**src/hdl/u8u16_pkg.sv**
```systemverilog
// shared types, constants and helpers for the utf-8 to utf-16 transcoder
`timescale 1ns / 1ps
`default_nettype none
package u8u16_pkg;

	localparam logic [7:0]  LEAD2_MIN   = 8'hC2;
	localparam logic [7:0]  LEAD2_MAX   = 8'hDF;
	localparam logic [7:0]  LEAD3_E0    = 8'hE0;
	localparam logic [7:0]  LEAD3_ED    = 8'hED;
	localparam logic [7:0]  LEAD3_MAX   = 8'hEF;
	localparam logic [7:0]  LEAD4_F0    = 8'hF0;
	localparam logic [7:0]  LEAD4_F4    = 8'hF4;
	localparam logic [15:0] HI_SURR     = 16'hD800;
	localparam logic [15:0] LO_SURR     = 16'hDC00;
	localparam logic [20:0] SUPP_BASE   = 21'h10000;
	localparam logic [15:0] COUNT_MAX   = 16'hFFFF;
	localparam int          FIFO_DEPTH  = 4;
	localparam int          PTR_W       = $clog2(FIFO_DEPTH);

	// allowed range of the second byte of a sequence
	typedef enum logic [2:0] {
		CLS_ANY  = 3'd0, // 80..bf
		CLS_E0   = 3'd1, // a0..bf
		CLS_ED   = 3'd2, // 80..9f
		CLS_F0   = 3'd3, // 90..bf
		CLS_F4   = 3'd4  // 80..8f
	} second_cls_t;

	typedef struct packed {
		logic [15:0] unit_count;
		logic [15:0] unit;
		logic        is_error;
		logic        last;
	} result_t;

	typedef struct packed {
		logic [1:0] n;
		result_t    r0;
		result_t    r1;
	} step_t;

	function automatic logic [15:0] sat_inc(input logic [15:0] v);
		sat_inc = (v == COUNT_MAX) ? v : v + 16'd1;
	endfunction

	function automatic logic second_ok(input logic [2:0] cls, input logic [7:0] b);
		case (cls)
			CLS_ANY: second_ok = (b >= 8'h80) && (b <= 8'hBF);
			CLS_E0:  second_ok = (b >= 8'hA0) && (b <= 8'hBF);
			CLS_ED:  second_ok = (b >= 8'h80) && (b <= 8'h9F);
			CLS_F0:  second_ok = (b >= 8'h90) && (b <= 8'hBF);
			CLS_F4:  second_ok = (b >= 8'h80) && (b <= 8'h8F);
			default: second_ok = 1'b0;
		endcase
	endfunction

endpackage
`default_nettype wire

```
**src/hdl/u8u16_decode.sv**
```systemverilog
// per-string decode state and single-pass byte decode
`timescale 1ns / 1ps
`default_nettype none
module u8u16_decode (
	input  wire logic              clk,
	input  wire logic              arst_n,
	input  wire logic              en,
	input  wire logic [7:0]        byte_in,
	input  wire logic              is_final,
	output u8u16_pkg::step_t       step
);
	import u8u16_pkg::*;

	logic [1:0]  pend_q;
	logic [20:0] acc_q;
	logic [2:0]  cls_q;
	logic        at2_q;
	logic        fault_q;
	logic [15:0] units_q;

	logic [1:0]  pend_n;
	logic [20:0] acc_n;
	logic [2:0]  cls_n;
	logic        at2_n;
	logic        fault_n;
	logic [15:0] units_n;
	logic [15:0] cnt1;
	logic [15:0] cnt2;

	assign cnt1 = sat_inc(units_q);
	assign cnt2 = sat_inc(cnt1);

	always_comb begin
		logic        ok;
		logic [20:0] asm_cp;
		logic [19:0] v;
		ok     = 1'b0;
		asm_cp = '0;
		v      = '0;
		pend_n  = pend_q;
		acc_n   = acc_q;
		cls_n   = cls_q;
		at2_n   = at2_q;
		fault_n = fault_q;
		step    = '0;
		step.r0.unit_count = cnt1;
		step.r1.unit_count = cnt2;
		if (!fault_q) begin
			if (pend_q == 2'd0) begin
				if (!byte_in[7]) begin
					step.n = 2'd1;
					step.r0.unit = {8'd0, byte_in};
				end else if (byte_in >= LEAD2_MIN && byte_in <= LEAD2_MAX) begin
					pend_n = 2'd1; acc_n = {16'd0, byte_in[4:0]}; cls_n = CLS_ANY; at2_n = 1'b1;
				end else if (byte_in == LEAD3_E0) begin
					pend_n = 2'd2; acc_n = {17'd0, byte_in[3:0]}; cls_n = CLS_E0; at2_n = 1'b1;
				end else if (byte_in == LEAD3_ED) begin
					pend_n = 2'd2; acc_n = {17'd0, byte_in[3:0]}; cls_n = CLS_ED; at2_n = 1'b1;
				end else if (byte_in > LEAD3_E0 && byte_in <= LEAD3_MAX) begin
					pend_n = 2'd2; acc_n = {17'd0, byte_in[3:0]}; cls_n = CLS_ANY; at2_n = 1'b1;
				end else if (byte_in == LEAD4_F0) begin
					pend_n = 2'd3; acc_n = {18'd0, byte_in[2:0]}; cls_n = CLS_F0; at2_n = 1'b1;
				end else if (byte_in > LEAD4_F0 && byte_in < LEAD4_F4) begin
					pend_n = 2'd3; acc_n = {18'd0, byte_in[2:0]}; cls_n = CLS_ANY; at2_n = 1'b1;
				end else if (byte_in == LEAD4_F4) begin
					pend_n = 2'd3; acc_n = {18'd0, byte_in[2:0]}; cls_n = CLS_F4; at2_n = 1'b1;
				end else begin
					fault_n = 1'b1;
				end
			end else begin
				ok = at2_q ? second_ok(cls_q, byte_in) : (byte_in[7:6] == 2'b10);
				if (!ok) begin
					fault_n = 1'b1;
				end else begin
					asm_cp = {acc_q[14:0], byte_in[5:0]};
					acc_n  = asm_cp;
					at2_n  = 1'b0;
					pend_n = pend_q - 2'd1;
					if (pend_q == 2'd1) begin
						acc_n = '0;
						if (asm_cp[20:16] == 5'd0) begin
							step.n = 2'd1;
							step.r0.unit = asm_cp[15:0];
						end else begin
							v = 20'(asm_cp - SUPP_BASE);
							step.n = 2'd2;
							step.r0.unit = HI_SURR + {6'd0, v[19:10]};
							step.r1.unit = LO_SURR + {6'd0, v[9:0]};
						end
					end
				end
			end
		end
		unique case (step.n)
			2'd1:    units_n = cnt1;
			2'd2:    units_n = cnt2;
			default: units_n = units_q;
		endcase
		if (is_final) begin
			if (fault_n || pend_n != 2'd0) begin
				// faulted or truncated string: one error word replaces everything
				step = '0;
				step.n = 2'd1;
				step.r0.is_error   = 1'b1;
				step.r0.last       = 1'b1;
				step.r0.unit_count = units_n;
			end else if (step.n == 2'd2) begin
				step.r1.last = 1'b1;
			end else if (step.n == 2'd1) begin
				step.r0.last = 1'b1;
			end
			pend_n  = '0;
			acc_n   = '0;
			cls_n   = '0;
			at2_n   = 1'b0;
			fault_n = 1'b0;
			units_n = '0;
		end
	end

	always_ff @(posedge clk or negedge arst_n) begin
		if (!arst_n) begin
			pend_q  <= '0;
			acc_q   <= '0;
			cls_q   <= '0;
			at2_q   <= 1'b0;
			fault_q <= 1'b0;
			units_q <= '0;
		end else if (en) begin
			pend_q  <= pend_n;
			acc_q   <= acc_n;
			cls_q   <= cls_n;
			at2_q   <= at2_n;
			fault_q <= fault_n;
			units_q <= units_n;
		end
	end

endmodule
`default_nettype wire

```
**src/hdl/u8u16_fifo.sv**
```systemverilog
// small result queue taking up to two words per cycle and giving one
`timescale 1ns / 1ps
`default_nettype none
module u8u16_fifo (
	input  wire logic                              clk,
	input  wire logic                              arst_n,
	input  wire u8u16_pkg::step_t                  push,
	input  wire logic                              pop,
	output u8u16_pkg::result_t                     head,
	output logic                                   not_empty,
	output logic                                   room2
);
	import u8u16_pkg::*;

	result_t            mem_q [FIFO_DEPTH];
	logic [PTR_W-1:0]   wr_q;
	logic [PTR_W-1:0]   rd_q;
	logic [PTR_W:0]     count_q;
	logic               do_pop;

	assign not_empty = (count_q != '0);
	assign do_pop    = pop && not_empty;
	assign head      = mem_q[rd_q];
	// room for a surrogate pair regardless of the pop this cycle
	assign room2     = (count_q <= (PTR_W+1)'(FIFO_DEPTH - 2));

	always_ff @(posedge clk) begin
		if (push.n != 2'd0) begin
			mem_q[wr_q] <= push.r0;
		end
		if (push.n == 2'd2) begin
			mem_q[wr_q + PTR_W'(1)] <= push.r1;
		end
	end

	always_ff @(posedge clk or negedge arst_n) begin
		if (!arst_n) begin
			wr_q    <= '0;
			rd_q    <= '0;
			count_q <= '0;
		end else begin
			wr_q    <= wr_q + PTR_W'(push.n);
			rd_q    <= rd_q + PTR_W'(do_pop);
			count_q <= count_q + (PTR_W+1)'(push.n) - (PTR_W+1)'(do_pop);
		end
	end

endmodule
`default_nettype wire

```
**src/hdl/utf8_to_utf16_transcoder.sv**
```systemverilog
// top level: strict utf-8 byte stream in, utf-16 code unit stream out
//
//  channel  dir  payload                                   end marker
//  s_axis   in   tdata[7:0] byte_in                        tlast is_final
//  m_axis   out  tdata[15:0] unit, tdata[31:16] unit_count tlast last, tuser is_error
//
// one byte per cycle is accepted; each byte is held in the input register, and its words
// are then registered in the result queue. a supplementary code point puts
// two words in the queue, which drains one word a cycle, so the input only
// pauses when the queue lacks room for a pair. reset clears all string state
// and empties the queue. output stalls back up through the queue to tready
//
`timescale 1ns / 1ps
`default_nettype none
module utf8_to_utf16_transcoder (
	input  wire logic        clk,
	input  wire logic        arst_n,
	input  wire logic        s_axis_tvalid,
	output logic             s_axis_tready,
	input  wire logic [7:0]  s_axis_tdata,   // [7:0] byte_in
	input  wire logic        s_axis_tlast,
	output logic             m_axis_tvalid,
	input  wire logic        m_axis_tready,
	output logic [31:0]      m_axis_tdata,   // [15:0] unit, [31:16] unit_count
	output logic             m_axis_tlast,
	output logic             m_axis_tuser    // [0] is_error
);
	import u8u16_pkg::*;

	logic        valid_s1;
	logic [7:0]  byte_s1;
	logic        final_s1;
	logic        adv;
	logic        room2;
	step_t       step;
	step_t       push;
	result_t     head;

	assign adv           = valid_s1 && room2;
	assign s_axis_tready = !valid_s1 || adv;

	always_ff @(posedge clk or negedge arst_n) begin
		if (!arst_n) begin
			valid_s1 <= 1'b0;
		end else if (s_axis_tready) begin
			valid_s1 <= s_axis_tvalid;
		end
	end

	always_ff @(posedge clk) begin
		if (s_axis_tready && s_axis_tvalid) begin
			byte_s1  <= s_axis_tdata;
			final_s1 <= s_axis_tlast;
		end
	end

	u8u16_decode u_decode (
		.clk      (clk),
		.arst_n   (arst_n),
		.en       (adv),
		.byte_in  (byte_s1),
		.is_final (final_s1),
		.step     (step)
	);

	always_comb begin
		push = step;
		if (!adv) begin
			push.n = 2'd0;
		end
	end

	u8u16_fifo u_fifo (
		.clk       (clk),
		.arst_n    (arst_n),
		.push      (push),
		.pop       (m_axis_tready),
		.head      (head),
		.not_empty (m_axis_tvalid),
		.room2     (room2)
	);

	assign m_axis_tdata = {head.unit_count, head.unit};
	assign m_axis_tlast = head.last;
	assign m_axis_tuser = head.is_error;

endmodule
`default_nettype wire

```
**config.mk**
```make
export PLATFORM = sky130hd
export DESIGN_NAME = utf8_to_utf16_transcoder
export DESIGN_NICKNAME = d
export VERILOG_FILES = /design/src/hdl/u8u16_pkg.sv /design/src/hdl/u8u16_decode.sv /design/src/hdl/u8u16_fifo.sv /design/src/hdl/utf8_to_utf16_transcoder.sv
export SDC_FILE = /design/constraint.sdc
export NUM_CORES = 1
export LEC_CHECK = 0
export BUFFER_PORTS_ARGS = -buffer_cell sky130_fd_sc_hd__buf_2
export CORE_ASPECT_RATIO = 1.25
export CORE_UTILIZATION = 46
export CTS_BUF_LIST = sky130_fd_sc_hd__clkbuf_8
export DETAILED_ROUTE_END_ITERATION = 10
export HOLD_SLACK_MARGIN = 0.06
export PLACE_DENSITY = 0.73
export RECOVER_POWER = 100
export SETUP_SLACK_MARGIN = 0.05
export SYNTH_ARGS = -nofsm -noshare
export SYNTH_HDL_FRONTEND = slang
export SYNTH_HIERARCHICAL = 1
export SYNTH_SLANG_ARGS = --single-unit
```
**constraint.sdc**
```tcl
create_clock -name clk -period 6.6 [get_ports clk]
set_input_delay 0.99 -clock clk [delete_from_list [all_inputs] [get_ports clk]]
set_output_delay 0.99 -clock clk [all_outputs]
set_load 0.005 [all_outputs]
```
== After elaboration in Yosys (flattened, before gate mapping) ==
Memories as Yosys holds them, arrays and structs flattened.
Index checks and enable logic that the tools add are counted.
W data, S select, Z words.

* Word-level logic and storage cells: 179
* RAM bits: 136
* Register bits after elaboration: 55
* Memories kept: 1
* Bits in read-only memories: 0
* Output and inout port bits: 36
* Latch bits: 0

* Multiply operators: 0
* Bitwise operators: 0
* Equality and inequality tests: 18
* Shift-type cells: 0
* Magnitude comparators: 13
* Muxes and demuxes: 98
* Reduce and logical (&&, ||, !) cells: 26
* Add/sub/neg operators: 11
* Div/mod/pow operators: 0

{| class="wikitable"
|+ Memory list
! name !! words !! bits a word !! rd ports !! clocked after memory_dff !! write ports !! RTL line !! source
|-
| u_fifo.mem_q || 4 || 34 || 1 || 0 || 2 || u8u16_fifo.sv:15 || <nowiki>result_t mem_q [FIFO_DEPTH];</nowiki>
|}

{| class="wikitable"
|+ Operators by type and width
! kind !! count
|-
| $mux W16 || 13
|-
| $mux W15 || 13
|-
| $mux W70 || 1
|-
| $le A8 B8 Y1 const B || 5
|-
| $mux W1 || 37
|-
| $mux W2 || 18
|-
| $mux W35 || 1
|-
| $mux W3 || 11
|-
| $mux W33 || 1
|-
| $add A15 B11 Y16 const A || 2
|-
| $add A16 B1 Y16 const B || 2
|-
| $eq A16 B16 Y1 const B || 2
|-
| $eq A8 B8 Y1 const B || 4
|-
| $ge A8 B8 Y1 const B || 4
|-
| $pmux W16 S2 || 1
|-
| $sub A20 B17 Y20 const B || 1
|-
| $gt A8 B8 Y1 const B || 2
|-
| $logic_and A1 B1 Y1 || 11
|-
| $reduce_and A5 Y1 || 2
|-
| $ne A9 B9 Y1 const B || 1
|-
| $lt A8 B8 Y1 const B || 1
|-
| $reduce_bool A2 Y1 || 4
|-
| $reduce_bool A8 Y1 || 1
|-
| $mux W7 || 1
|-
| 21 further kinds || 27
|}

== Logic depth before layout (Yosys ltp) ==
Gate-level depths: netlist of the first run.

* Word-level depth: 19
* Mapped depth: 22
* Depth with buffers taken out: 17

== By module ==
The synthesis of the first run kept the hierarchy.

{| class="wikitable"
|+ By module, submodules not included
! module !! area each (um^2) !! cells each !! instances
|-
| u8u16_fifo || 7,014.2 || 370 || 1
|-
| u8u16_decode || 4,276.6 || 589 || 1
|-
| utf8_to_utf16_transcoder || 342.8 || 16 || 1
|}

== Worst setup path before layout of the first run ==
Ideal clock, no wire load.

* Path kind: reg-to-reg
* From: register byte_s1[5]
* To: memory u_fifo/mem_q[0][0] (netlist name) (enable)
* Path buffers: 5
* Period minus slack after synthesis: 5,957 ps
* Slack: 643 ps
* Data arrival time: 5,485 ps
* Required time: 6,128 ps
* Cell stages (with the launch flop): 17
* Path through: edfxtp_1 > buf_2 > and3b_1 > a311o_1 > a21o_1 > a311oi_2 > o211a_1 > nand2b_4 > inv_2 > buf_4 > buf_2 > nor2_1 > buf_4 > and3_1 > buf_4 > o21bai_1 > o21ai_0

{| class="wikitable"
|+ RTL lines
! element !! RTL line !! source
|-
| from (decl) || utf8_to_utf16_transcoder.sv:31 || <nowiki>logic [7:0] byte_s1;</nowiki>
|-
| from (signal assigned) || utf8_to_utf16_transcoder.sv:52 || <nowiki>byte_s1 <= s_axis_tdata;</nowiki>
|-
| to (decl) || u8u16_fifo.sv:15 ||
|}

==> results of run 1 <==
[flip-flops by register name (all words and copies together), names as in the netlist]
name,flops
u_fifo/mem_q,136
u_decode/units_q,16
u_decode/acc_q,15
byte_s1,8
u_decode/cls_q,3
u_fifo/count_q,3
u_decode/pend_q,2
u_fifo/rd_q,2
u_fifo/wr_q,2
final_s1,1
u_decode/at2_q,1
u_decode/fault_q,1
valid_s1,1
[synth_stat cells (all sizes together), types with 3 or more instances]
master,n
a41oi,4
o31ai,5
o211ai,12
buf,48
o22a,3
and2,6
or3,10
nor4,7
a211o,5
nor3,21
o21a,5
ha,10
clkbuf,26
mux2,142
a21oi,33
nand2,81
o221ai,9
and4,4
and3,24
xnor2,16
a311oi,3
o22ai,6
inv,28
xor2,4
edfxtp,145
nand2b,12
a22oi,7
o21bai,4
a32oi,6
nor2,64
o21ai,47
dfrtp,46
nand4,12
mux4,34
mux2i,6
a21o,6
nand3,18
a211oi,12
or2,4
[power by group]
part / switching [uW] / internal, uW
Sequential: 137 / 1550
Combinational: 896 / 632
Clock: 418 / 396
Total: 1450 / 2580
[stage by stage]
stage          instance area, um2  hold WS [ns]  std cells  power [uW]  worst slack (ns)
3_3_place_gp                12100         0.492       1299        3250              1.14
3_5_place_dp                12100         0.506       1299        3280             0.946
5_1_grt                     12400         0.543       1331        4270             0.333
6_report                    12400         0.526       1331        4030             0.740
4_1_cts                     12500         0.532       1331        4100             0.929
2_1_floorplan               11600         0.473        976        2800             0.643
[routing by layer]
layer / GRT usage [%] / up-vias / wire (um)
met5: 0 / - / 0
met4: 7.33 / 0 / 634
met3: 3.36 / 49 / 1520
met2: 36.9 / 304 / 13500
met1: 30.0 / 4066 / 12000
li1: - / 3764 / -
[cells by family after synthesis]
| family | share of synthesized area, % |
|---|---|
| AOI/OAI and AO/OA | 11.5 |
| xor gates and xnor gates | 1.51 |
| adders and majority gates | 1.25 |
| buffers and inverters | 4.65 |
| DFF | 47.3 |
| muxes | 20.8 |
| other | 0.0322 |
| and+or+nand+nor | 12.9 |
[worst paths after layout]
| check | start | end | slack (ns) | cells past startpoint |
|---|---|---|---|---|
| hold / removal | u_decode/cls_q[2]$_DFFE_PN0P_ | u_decode/cls_q[2]$_DFFE_PN0P_ | 0.53 | 1 |
| max in group asynchronous | arst_n | u_fifo/rd_q[0]$_DFF_PN0_ | 3.44 | 2 |
| hold reg to reg | u_decode/cls_q[2]$_DFFE_PN0P_ | u_decode/cls_q[2]$_DFFE_PN0P_ | 0.53 | 1 |
| setup / recovery | byte_s1[5]$_DFFE_PP_ | u_fifo/mem_q[3][29]$_DFFE_PP_ | 0.74 | 12 |
| min in group asynchronous | arst_n | u_decode/units_q[14]$_DFFE_PN0P_ | 1.44 | 2 |
| setup reg to reg | byte_s1[5]$_DFFE_PP_ | u_fifo/mem_q[3][29]$_DFFE_PP_ | 0.74 | 12 |
[cell type report]
type / instances / share of cell area [%]
inverters: 28 / 0.851
multi-input cells: 683 / 45.3
clock inverters: 13 / 1.28
clock buffers: 19 / 2.12
well taps: 330 / 3.34
repair buffers: 67 / 2.53
flip-flops and latches: 191 / 44.6
[worst max-delay path, cell delays in order (launching register included)]
cell and delay [ns]:
edfxtp_1 0.54, and3b_1 0.24, a311o_1 0.37, a21o_1 0.25, a311oi_1 0.38, o211a_1 0.25
nand2b_4 0.31, inv_2 0.36, nor2_1 0.97, and3_1 0.45, mux2i_1 0.23, nor2_4 0.52
clkbuf_1 0.61
==> flow_summary.rst, run 1 <==
.. list-table::
   :header-rows: 1

   * - Metric
     - Value
   * - Max Clock Skew
     - 0.0143 ns
   * - Max-cap violation count
     - 2
   * - Synthesized instance count
     - slightly below 1,000
   * - Maximum vdd drop
     - about 140 uV
   * - CP Data Required Time
     - ~6.7 ns
   * - Number of buffers added by the clock tree synthesis step
     - 17
   * - ANT cells
     - 0
   * - Register cell area after layout
     - about 0.0055 mm2
   * - Hold violation total from the final report
     - 0
   * - Element type at the critical path start
     - flip-flop
   * - Count of clock tree sinks
     - 191
   * - Layout overhead on the synthesized area
     - 6.19%
   * - Path class of the lowest-slack min-delay path
     - flip-flop to flip-flop
   * - Number of setup violations in the final report
     - 0
   * - Root Driver
     - clkbuf_8
   * - Core ar.
     - about 0.025 mm2
   * - Final global-route overflow total
     - 0
   * - HPWL reported at the end of detailed placement
     - 19,300 um
   * - Iteration-0 DRC Markers
     - about 900
   * - Overall global routing resource usage
     - 22.3%
   * - Final worst path period need
     - 5.86 ns
   * - Slew of the pin with the lowest slew margin
     - 3.14 ns
   * - Static power due to leakage
     - 0.00452 uW
   * - Synth Flop Type
     - edfxtp_1
   * - Setup Total Neg Slack
     - 0 ns
   * - Highest fanout seen on the critical path
     - 42
   * - Cell taking the most area after synthesis
     - edfxtp_1
   * - Post-synth top area share
     - 37.4%
   * - Number of cell rows
     - between 60 and 70
   * - Fillcell total
     - 2,227
   * - Reg clk slew, reported paths
     - ~0.1 ns
   * - Leading cell types by total area after synthesis
     - edfxtp_1 37%, mux2_2 14%, dfrtp_1 9.9%
   * - Antenna viol nets, final
     - 0
   * - Total of flip-flops plus latches after synthesis
     - 191
   * - Most common cell after layout, fill and taps aside
     - edfxtp_1
   * - Final core utilization
     - 50.1%
   * - Number of antenna violations at the first check in global routing
     - 0
   * - Total power divided by cell area
     - 326 mW/mm2
   * - Critical path capture point type
     - flip-flop
   * - Post-route clock period utilization
     - 88.8%
   * - Mean routed wirelength per cell
     - 20.7 um
   * - Cts-stage hold buffer count
     - 0
   * - Latest clock arrival within the worst-skew pair
     - roughly 0.47 ns
   * - Share of flip-flops with an asynchronous set or reset
     - 24.1%
   * - Number of global-route vias before repair
     - 8,018
   * - Worst EP arrival
     - approximately 6.0 ns
   * - Area of the die
     - approximately 0.026 mm2
   * - Die boundary width
     - 144 um
   * - Max Buffers Root-to-Sink
     - 2
   * - Area of combinational cells with multiple inputs
     - 0.00560 mm2
   * - Maximum clock frequency
     - 171 MHz
   * - First-pass detailed-route iteration total
     - 6
   * - First-pass GRT wire length
     - about 44,000 um
   * - Most frequent cells in the layout
     - 145 x edfxtp_1, 140 x mux2_2, 80 x nand2_1
   * - Starting utilization of the core area
     - 47.2%
   * - Remaining DRCs
     - 0
   * - Unrepaired setup endpoints after global routing
     - no
   * - Worst relative slew slack
     - -109%
   * - Buffers on Ports
     - 48
   * - Number of synthesis warnings
     - 6
   * - Via Count
     - slightly above 8,000
   * - Nets
     - around 1,000
   * - Final Slew Violations
     - 84
   * - Vias per inst
     - 6.15
   * - Drt total wl
     - 27,600 um
   * - Sequential fraction of the synthesis area
     - between 40% and 50%
   * - Setup Crit Path Kind
     - flip-flop to flip-flop
   * - Count of distinct cell types in the synthesized netlist
     - between 90 and 100
   * - Resized Gates After CTS
     - 0
   * - CTS tree
     - done
   * - # IOs
     - a little under 50
   * - Post-CTS Repair Setup Buffers
     - 0
   * - Maximum number of pins on one net before global-route repair
     - 47
   * - Failing checks
     - max-capacitance violations, max-slew violations
   * - Synthesized area divided by synthesized cell count
     - 11.9 um2
   * - Number of levels in the clock H-tree
     - 4
   * - Run status
     - finished with violations
   * - Overall die height
     - 180 um
   * - Mapped cell area
     - between 0.01 and 0.015 mm2
   * - Number of synthesized flops with an enable pin
     - 145
   * - Placer's final routability congestion estimate
     - roughly 0.91
   * - Fraction of final layout cells with drive strength greater than 1
     - between 20% and 30%
Power figures use the tool's default switching activity.
==> inputs of run 2 (changes only) <==
CTS_BUF_LIST = unset   (was sky130_fd_sc_hd__clkbuf_8)
==> run 2 against run 1 <==
The run still ends with max-capacitance violations, max-slew violations left. Non-clock buffer count unchanged. Power increased by 6.5%. Worst hold slack got worse by 0.0068 ns. Cell area increased by 1.4%. Register-to-register slack got worse by 0.12 ns. Via count increased by 0.29%. Sequential power about the same.
==> flow_summary.rst, run 2 (synthesis results as in run 1) <==
.. list-table::
   :header-rows: 1

   * - Metric
     - Value
   * - Worst EP arrival
     - about 6.2 ns
   * - Final global-route overflow total
     - 0
   * - Register cell area after layout
     - 0.00551 mm2
   * - Nets
     - 1,012
   * - HPWL reported at the end of detailed placement
     - a little under 20,000 um
   * - Worst hold margin
     - 0.519 ns
   * - Register with the most flip-flops
     - u_fifo/mem_q
   * - Maximum vdd drop
     - between 150 and 200 uV
   * - First-pass detailed-route iteration total
     - 8
   * - Slew of the pin with the lowest slew margin
     - around 3.1 ns
   * - Mean routed wirelength per cell
     - 20.8 um
   * - Total chip power
     - 4290 uW
   * - Area of combinational cells with multiple inputs
     - 0.00557 mm2
   * - Starting utilization of the core area
     - between 40% and 50%
   * - Largest stage delay, worst path
     - 1.31 ns
   * - CTS tree
     - done
   * - Setup Total Neg Slack
     - 0 ns
   * - Drt total wl
     - about 28,000 um
   * - Area of the die
     - approximately 0.026 mm2
   * - Core ar.
     - around 0.025 mm2
   * - Static power due to leakage
     - 0.00460 uW
   * - Die boundary width
     - 144 um
   * - Number of cell rows
     - 64
   * - Count of clock tree sinks
     - 191
   * - # IOs
     - 49
   * - Buffers on Ports
     - 48
   * - Path depth of the worst reg2reg path
     - 12
   * - Number of buffers added by the clock tree synthesis step
     - 17
   * - Reg clk slew, reported paths
     - 0.07 ns
   * - Resized Gates After CTS
     - 0
   * - Cts-stage hold buffer count
     - 0
   * - Setup Crit Path Kind
     - flip-flop to flip-flop
   * - Antenna viol nets, final
     - 0
   * - CP Data Required Time
     - 6.79 ns
   * - Via Count
     - 8,207
   * - Crit-path cells
     - ha_1 > nand4_1 > nor4_1 > mux2_1 > ha_1 > inv_1 > o32ai_1 > o21ai_0 > or3_1 > o311ai_0 > o221ai_1 > mux2_2
   * - Failing checks
     - max-capacitance violations, max-slew violations
   * - Path class of the lowest-slack min-delay path
     - flip-flop to flip-flop
   * - Maximum number of pins on one net before global-route repair
     - 47
   * - Iteration-0 DRC Markers
     - 863
   * - Max-cap violation count
     - 3
   * - Fillcell total
     - roughly 2,200
   * - Final worst path period need
     - roughly 6.0 ns
   * - Fraction of final layout cells with drive strength greater than 1
     - 27.1%
   * - Max FFs per register
     - around 140
   * - Largest registers
     - u_fifo/mem_q (136), u_decode/units_q (16), u_decode/acc_q (15)
   * - Cell depth of the worst min-delay path
     - 1
   * - ANT cells
     - 0
   * - Overall global routing resource usage
     - 22.3%
   * - Latest clock arrival within the worst-skew pair
     - 0.44 ns
   * - Number of setup violations in the final report
     - 0
   * - Number of antenna violations at the first check in global routing
     - 0
   * - First-pass GRT wire length
     - 44,500 um
   * - Element type at the critical path start
     - flip-flop
   * - Remaining DRCs
     - 0
   * - Overall die height
     - between 150 and 200 um
   * - Total power divided by cell area
     - 343 mW/mm2
   * - Post-CTS Repair Setup Buffers
     - 0
   * - Root Driver
     - clkbuf_16
   * - Slowest cell on the critical path
     - nor4_1
   * - Hold violation total from the final report
     - 0
   * - Worst relative slew slack
     - -109%
   * - Most common cell type on the critical path
     - ha_1
   * - Placer's final routability congestion estimate
     - 0.914
   * - Most common cell after layout, fill and taps aside
     - edfxtp_1
   * - Highest fanout seen on the critical path
     - 12
   * - Maximum clock frequency
     - between 150 and 200 MHz
   * - Critical path capture point type
     - flip-flop
   * - Max Clock Skew
     - 0.00837 ns
   * - Layout overhead on the synthesized area
     - 7.68%
   * - Post-route clock period utilization
     - 90.7%
   * - Unrepaired setup endpoints after global routing
     - no
   * - Worst R2R Setup Slack
     - 0.62 ns
   * - Number of levels in the clock H-tree
     - 4
   * - Most frequent cells in the layout
     - 145 x edfxtp_1, 139 x mux2_2, 80 x nand2_1
   * - Number of global-route vias before repair
     - 8,064
   * - Vias per inst
     - slightly above 6
   * - Final Slew Violations
     - 95
   * - Run status
     - finished with violations
   * - Max Buffers Root-to-Sink
     - 2
run 2: area by class of cell:
class / instances / share of cell area [%]
well taps: 330 / 3.30
inverters: 28 / 0.839
multi-input cells: 683 / 44.5
clock inverters: 11 / 1.20
repair buffers: 67 / 2.57
flip-flops and latches: 191 / 44.0
clock buffers: 21 / 3.68
run 2: path summary, 6_finish.rpt:
path	start	end
max in group asynchronous	arst_n	u_fifo/rd_q[0]$_DFF_PN0_
min reg2reg	u_decode/cls_q[2]$_DFFE_PN0P_	u_decode/cls_q[2]$_DFFE_PN0P_
max reg2reg	u_decode/units_q[0]$_DFFE_PN0P_	u_fifo/mem_q[3][26]$_DFFE_PP_
max	u_decode/units_q[0]$_DFFE_PN0P_	u_fifo/mem_q[3][26]$_DFFE_PP_
min in group asynchronous	arst_n	u_decode/units_q[14]$_DFFE_PN0P_
min	u_decode/cls_q[2]$_DFFE_PN0P_	u_decode/cls_q[2]$_DFFE_PN0P_
run 2: through the flow:
stage / cell area (um2) / std cells / worst slack [ns] / utilization [%]
floorplan: 11600 / 976 / 0.643 / -
global placement: 12100 / 1299 / 1.14 / 48.9
detailed placement: 12100 / 1299 / 0.946 / 48.9
CTS: 12700 / 1331 / 0.963 / 51.3
global route: 12500 / 1331 / 0.295 / 50.8
finish: 12500 / 1331 / 0.617 / 50.8
run 2: worst max-delay path, delay by kind of cell (launching register included):
kind,cells,cell delay [ns]
compound gates,4,1.74
fa+ha+maj,2,0.76
flops,1,0.50
buf+inv,1,0.08
mux,2,0.76
simple gates,3,1.87
run 2: power by group:
| part | internal (uW) | total [uW] | switching (uW) |
|---|---|---|---|
| registers | 1560 | 1690 | 137 |
| logic | 635 | 1530 | 898 |
| clock network | 620 | 1070 | 447 |
| total | 2810 | 4290 | 1480 |
run 2: layer usage:
layer  GRT usage [%]  vias up  routed length, um
li1                -     3775                  -
met1            29.9     4085              12000
met2            36.7      289              13500
met3            3.44       58               1450
met4            7.71        0                697
met5               0        -                  0
